<file path="config.mk">
export PLATFORM = sky130hd
export DESIGN_NAME = ebpa_front
export DESIGN_NICKNAME = d
export VERILOG_FILES = /design/src/design/ebpa_pkg.sv /design/src/design/ebpa_front.sv
export SDC_FILE = /design/constraint.sdc
export NUM_CORES = 1
export LEC_CHECK = 0
export BUFFER_PORTS_ARGS = -buffer_cell sky130_fd_sc_hd__buf_2
export CAP_MARGIN = 10
export CORE_MARGIN = 3
export CORE_UTILIZATION = 54
export CTS_CLUSTER_DIAMETER = 50
export CTS_CLUSTER_SIZE = 28
export DETAILED_ROUTE_END_ITERATION = 7
export GPL_ROUTABILITY_DRIVEN = 0
export PLACE_DENSITY = 0.88
export SKIP_CTS_REPAIR_TIMING = 1
export SLEW_MARGIN = 0
export SYNTH_ARGS = -nofsm -noshare
export SYNTH_HDL_FRONTEND = slang
export SYNTH_SLANG_ARGS = --single-unit
export TNS_END_PERCENT = 50
</file>
<file path="constraint.sdc">
create_clock -name clock -period 4.6 [get_ports clock]
set_clock_uncertainty 0.1 [all_clocks]
set_input_delay 0.92 -clock clock [delete_from_list [all_inputs] [get_ports clock]]
set_output_delay 0.92 -clock clock [all_outputs]
set_load 0.01 [all_outputs]
</file>
<file path="src/design/ebpa_pkg.sv">
// Shared types and codes for the extent bitmap page allocator.
`timescale 1ns / 1ps

package ebpa_pkg;

   localparam logic [1:0] CMD_ALLOC   = 2'd0;
   localparam logic [1:0] CMD_DEALLOC = 2'd1;
   localparam logic [1:0] CMD_QUERY   = 2'd2;
   localparam logic [1:0] CMD_MAP     = 2'd3;

   localparam logic [1:0] ST_OK        = 2'd0;
   localparam logic [1:0] ST_FULL      = 2'd1;
   localparam logic [1:0] ST_NOT_ALLOC = 2'd2;
   localparam logic [1:0] ST_RANGE     = 2'd3;

   localparam int          GROUP_BITS  = 8;
   localparam logic [12:0] LIMIT_RESET = 13'd4096;

   typedef struct packed {
      logic [1:0]  command;
      logic [11:0] page_id;
   } req_type;

   typedef struct packed {
      logic [11:0] result_page;
      logic [12:0] physical_page;
      logic        page_free;
      logic [1:0]  status;
   } rsp_type;

   typedef struct packed {
      req_type req;
      logic    range_err;
   } cmd_entry_type;

endpackage

</file>
<file path="src/design/ebpa_front.sv">
// Front end: accepts transactions, checks the page range and queues them for the back end.
`timescale 1ns / 1ps

module ebpa_front import ebpa_pkg::*; #(
   parameter int PAGES_PER_EXTENT = 256,
   parameter int NUM_EXTENTS      = 16
) (
   input  logic          clock,
   input  logic          reset,
   input  logic          req_push,
   output logic          req_full,
   input  req_type       req_data,
   output logic          q_empty,
   output cmd_entry_type q_head,
   input  logic          q_pop
);

   localparam int TOTAL_PAGES = PAGES_PER_EXTENT * NUM_EXTENTS;

   cmd_entry_type entry_ff [2];
   logic          wr_ptr_ff, wr_ptr_in;
   logic          rd_ptr_ff, rd_ptr_in;
   logic [1:0]    count_ff, count_in;
   logic          do_push, do_pop;
   cmd_entry_type new_entry;

   assign req_full = (count_ff == 2'd2);
   assign q_empty  = (count_ff == 2'd0);
   assign q_head   = entry_ff[rd_ptr_ff];
   assign do_push  = req_push && !req_full;
   assign do_pop   = q_pop && !q_empty;

   always_comb begin
      new_entry.req       = req_data;
      // Allocate ignores the page id, so it never fails the range check.
      new_entry.range_err = (req_data.command != CMD_ALLOC) &&
                            (32'(req_data.page_id) >= 32'(TOTAL_PAGES));
      wr_ptr_in = do_push ? !wr_ptr_ff : wr_ptr_ff;
      rd_ptr_in = do_pop ? !rd_ptr_ff : rd_ptr_ff;
      count_in  = count_ff + 2'(do_push) - 2'(do_pop);
   end

   always_ff @(posedge clock) begin
      if (reset) begin
         wr_ptr_ff <= 1'b0;
         rd_ptr_ff <= 1'b0;
         count_ff  <= 2'd0;
      end else begin
         wr_ptr_ff <= wr_ptr_in;
         rd_ptr_ff <= rd_ptr_in;
         count_ff  <= count_in;
      end
   end

   always_ff @(posedge clock) begin
      if (do_push) begin
         entry_ff[wr_ptr_ff] <= new_entry;
      end
   end

endmodule

</file>
==> After elaboration in Yosys (flattened, before gate mapping) <==
Memory sizes are Yosys's and may differ from the RTL's. A register that Yosys moved wholly into a read port is not among the register bits.
Index checks and enable logic that the tools add are counted.
{ "totals": {"register_bits": 4, "latchBits": 0, "ram_bits": 28, "mem_bits_ro": 0, "in_bits": 18, "out_inout_bits": 17, "word_cells": 18, "memories": 1} }
{ "op_classes": {"addsub": 2, "mul": 0, "div_mod_pow": 0, "magnitude_cmp": 0, "eq_ne": 1, "shifts": 0, "muxes": 4, "bitwise": 0, "n_reduce_logical": 7} }
{ "mem_list": {"columns": ["memory", "words", "width", "rd", "rd_ports_with_merged_regs", "wr", "line_no", "text"], "rows": [
  ["entry_ff", 2, 14, 1, 1, 1, "ebpa_front.sv:20", "cmd_entry_type entry_ff [2];"]
]} }
{ "ops": {"columns": ["operator", "n"], "rows": [
  ["$logic_not 1->1", 4],
  ["$mux 1", 4],
  ["$add 2x1->2", 1],
  ["$eq 2x2->1 const B", 1],
  ["$logic_and 1x1->1", 2],
  ["$logic_not 2->1", 1],
  ["$sub 2x1->2", 1]
]} }

==> Longest topological paths before layout <==
{ "logic_depth": {"depth_word": 5, "ltp_mapped": 8, "mapped_depth_nobuf": 8} }

==> Worst setup path before layout <==
No wires, ideal clock.
{ "synth_path": {"path_kind": "in2reg", "startpoint": "input q_pop", "endpoint": "register count_ff[1]", "setup_ns": 0.078, "arrival_ns": 1.880, "required_ns": 4.422, "slack_ns": 2.542, "path_stages": 7, "path_buffers": 0, "path_cell_list": "o21a_2 ha_1 inv_1 ha_1 xor2_1 and2_1 nor3_1"} }
{ "synth_via": {"elab_chain_len": 2} }
{ "synth_lines": {"columns": ["item", "line_no", "text"], "rows": [
  ["from (decl)", "ebpa_front.sv:15", "input logic q_pop"],
  ["$logic_and 1x1->1", "ebpa_front.sv:31", "assign do_pop = q_pop && !q_empty;"],
  ["$sub 2x1->2", "ebpa_front.sv:40", "count_in = count_ff + 2'(do_push) - 2'(do_pop);"],
  ["to (signal assigned)", "ebpa_front.sv:51", "count_ff <= count_in;"],
  ["to (decl)", "ebpa_front.sv:23", "logic [1:0] count_ff, count_in;"]
]} }
Every way passes these cells.
A chain may end at the register's enable or synchronous reset.

==> impl_metrics.csv <==
group,metric,value,unit
outcome,status,"completed",
cts,cts_tree,"yes",
sta,rsz0062_at_grt,"no",
sta,relSlewSlack,59.2,%
floorplanning,num_rows,16,
min_path,hold_path_class,"reg2reg",
synthesis,yosys-top-cells-area,"edfxtp_1 (67%), mux2_1 (9.0%), dfxtp_1 (8.0%)",
detailed_routing,viasPerCell,5.09,
layout,diodes,0,
power,vdd_drop_max,0.000344,V
detailed_routing,drtAntennaViolNets,0,
floorplanning,die_area,2930,um2
synthesis,ys_seq_elements,33,
power,power.total,809,uW
synthesis,syn_avg_cell_area,17.4,um2
cts,cts_made_buffers,5,
sta,setup_violations,0,
sta,min_period,2610,ps
floorplanning,die_width,54.1,um
cts,clk_root_buffer_cell,"clkbuf_4",
layout,nets,130,
critical_path,cp-endpoint,"q_head[2]",
critical_path,cp-end-kind,"output pin",
synthesis,ys_types,23,
critical_path,ff2ff_setup_slack,2820,ps
layout,finalInstanceArea,1510,um2
critical_path,reg2reg_from,"count_ff[0]$_SDFF_PP0_",
layout,final_cell_mix,"buf_2 (33), edfxtp_1 (28), mux2_1 (10)",
critical_path,worstSetupPathType,"reg2out",
sta,timing.setup.tns,0,ps
floorplanning,fp.dieH,54.1,um
cts,clock-sinks,33,
global_route,grtUsageTotal,15.6,%
cts,clk_latency,320,ps
global_route,grt_max_degree,15,
synthesis,yosysTopAreaCell,"edfxtp_1",
cts,path_clk_slew,100,ps
critical_path,crit_path_max_fanout,14,
global_route,grt_pass1_vias,716,
detailed_routing,detailroute.via_count,702,
cts,clock_path_buffers,2,
synthesis,synth_cells,72,
detailed_routing,wl_per_cell,13.8,um
critical_path,r2r_cells,4,
placement,dp_hpwl,1400,um
placement,placed_area,1440,um2
layout,layout_commonest_cell,"buf_2",
layout,drive_above_1_share,44.1,%
sta,slew_viol_final,0,
synthesis,yosysTopAreaCellShare,67.3,%
job,cap_viol_max_count,0,
global_route,grt_pass1_wl,2930,um
layout,finish.utilization,72.4,%
synthesis,syn-num-nets,92,
layout,synthToLayoutAreaGrowth,20.5,%
synthesis,yosys_warnings,0,
power,power_leakage,0.000615,uW
sta,max_freq,383,MHz
floorplanning,core,2080,um2
detailed_routing,dr.pass1.iters,4,
placement,portBuffers,33,
detailed_routing,drt_iter0_markers,18,
critical_path,worstPathRequired,3580,ps
sta,hold_viol_final,0,
floorplanning,start_util,60.0,%
critical_path,r2r_end,"entry_ff[0][3]$_DFFE_PP_",
global_route,grt_antenna_before_repair,0,
sta,tightest_slew,611,ps
sta,period_share,56.8,%
detailed_routing,routed_wl,1900,um
cts,h-tree-depth,2,
floorplanning,io_pins,35,
synthesis,ys_seq_area_share,75.3,%
global_route,grt_overflow,0,
synthesis,syn_area,1250,um2
power,powerDensity,537,nW/um2
detailed_routing,drc,0,
critical_path,arrival,1590,ps
critical_path,start_kind,"register",
layout,fill_cells,152,
## synthesized netlist by cell type
cell type  count
a21oi_1        1
and2_1         1
and3_2         1
buf_2          1
buf_4          1
conb_1         1
dfxtp_1        5
edfxtp_1      28
ha_1           2
inv_1          3
inv_2          1
mux2_1        10
mux2_2         4
nand2_1        1
nand2b_2       1
nor2_1         4
nor2b_1        1
nor3_1         1
o21a_2         1
o21ai_0        1
or3_1          1
xnor2_1        1
xor2_1         1
## layer usage
layer	GRT usage, %	routed length, um	vias up	part of all wire (%)
li1	-	-	337	-
met1	14.6	679	330	36
met2	27.4	995	29	52
met3	7.48	185	6	9.7
met4	8.71	39	0	2.1
met5	0	0	-	0
## area by class of cell
class,instances,area [um2],area share (%)
Clock inverter,1,5.00,0.332
Sequential cell,33,941,62.5
Timing Repair Buffer,33,165,11.0
Clock buffer,7,65.1,4.32
Tap cell,27,33.8,2.24
Inverter,4,15.0,0.997
Multi-Input combinational cell,33,282,18.7
## critical path: stages (launching register included)
cell,delay (ps)
dfxtp_1,720
mux2_2,410
buf_2,140
## through the flow
step / worst slack [ps] / hold slack [ps] / std cells
2_1_floorplan: 2540 / 351 / 72
3_3_place_gp: 2320 / 374 / 130
3_5_place_dp: 2280 / 382 / 130
4_1_cts: 1950 / 400 / 138
5_1_grt: 1890 / 441 / 138
6_report: 1990 / 398 / 138
## where the power goes
group          leakage, uW  switching, uW  total, uW  internal [uW]
clock network    0.0000413           86.0        175           88.5
registers         0.000303           35.2        419            384
logic             0.000271            110        215            105
total             0.000615            231        809            578
## worst min-delay path by stage
stage | startpoint | endpoint | slack (ps) | cells after the start
after floorplan | wr_ptr_ff$_SDFFE_PP0P_ | wr_ptr_ff$_SDFFE_PP0P_ | 350 | 2
after global placement | wr_ptr_ff$_SDFFE_PP0P_ | wr_ptr_ff$_SDFFE_PP0P_ | 370 | 2
after detailed placement | wr_ptr_ff$_SDFFE_PP0P_ | wr_ptr_ff$_SDFFE_PP0P_ | 380 | 2
after CTS | wr_ptr_ff$_SDFFE_PP0P_ | wr_ptr_ff$_SDFFE_PP0P_ | 400 | 2
after global routing | wr_ptr_ff$_SDFFE_PP0P_ | wr_ptr_ff$_SDFFE_PP0P_ | 440 | 2
final | wr_ptr_ff$_SDFFE_PP0P_ | wr_ptr_ff$_SDFFE_PP0P_ | 400 | 2
## registers in the layout, summed over array words and instances, names as in the netlist, named ones only
signal,count
rd_ptr_ff,1
entry_ff,28
count_ff,2
wr_ptr_ff,1
## kinds of logic (layout without fill, tap and decap cells)
family          count (synthesis)  in the layout  share of synthesized area [%]
xor+xnor                        2              2                           1.40
flops                          33             33                           75.3
fa+ha+maj                       2              2                           2.00
simple gates                   11             11                           4.70
buf+inv                         6             45                           2.20
compound gates                  3              3                           1.50
other cells                     1              1                          0.300
mux                            14             14                           12.6
No activity file was read; power rests on OpenSTA's default activity.
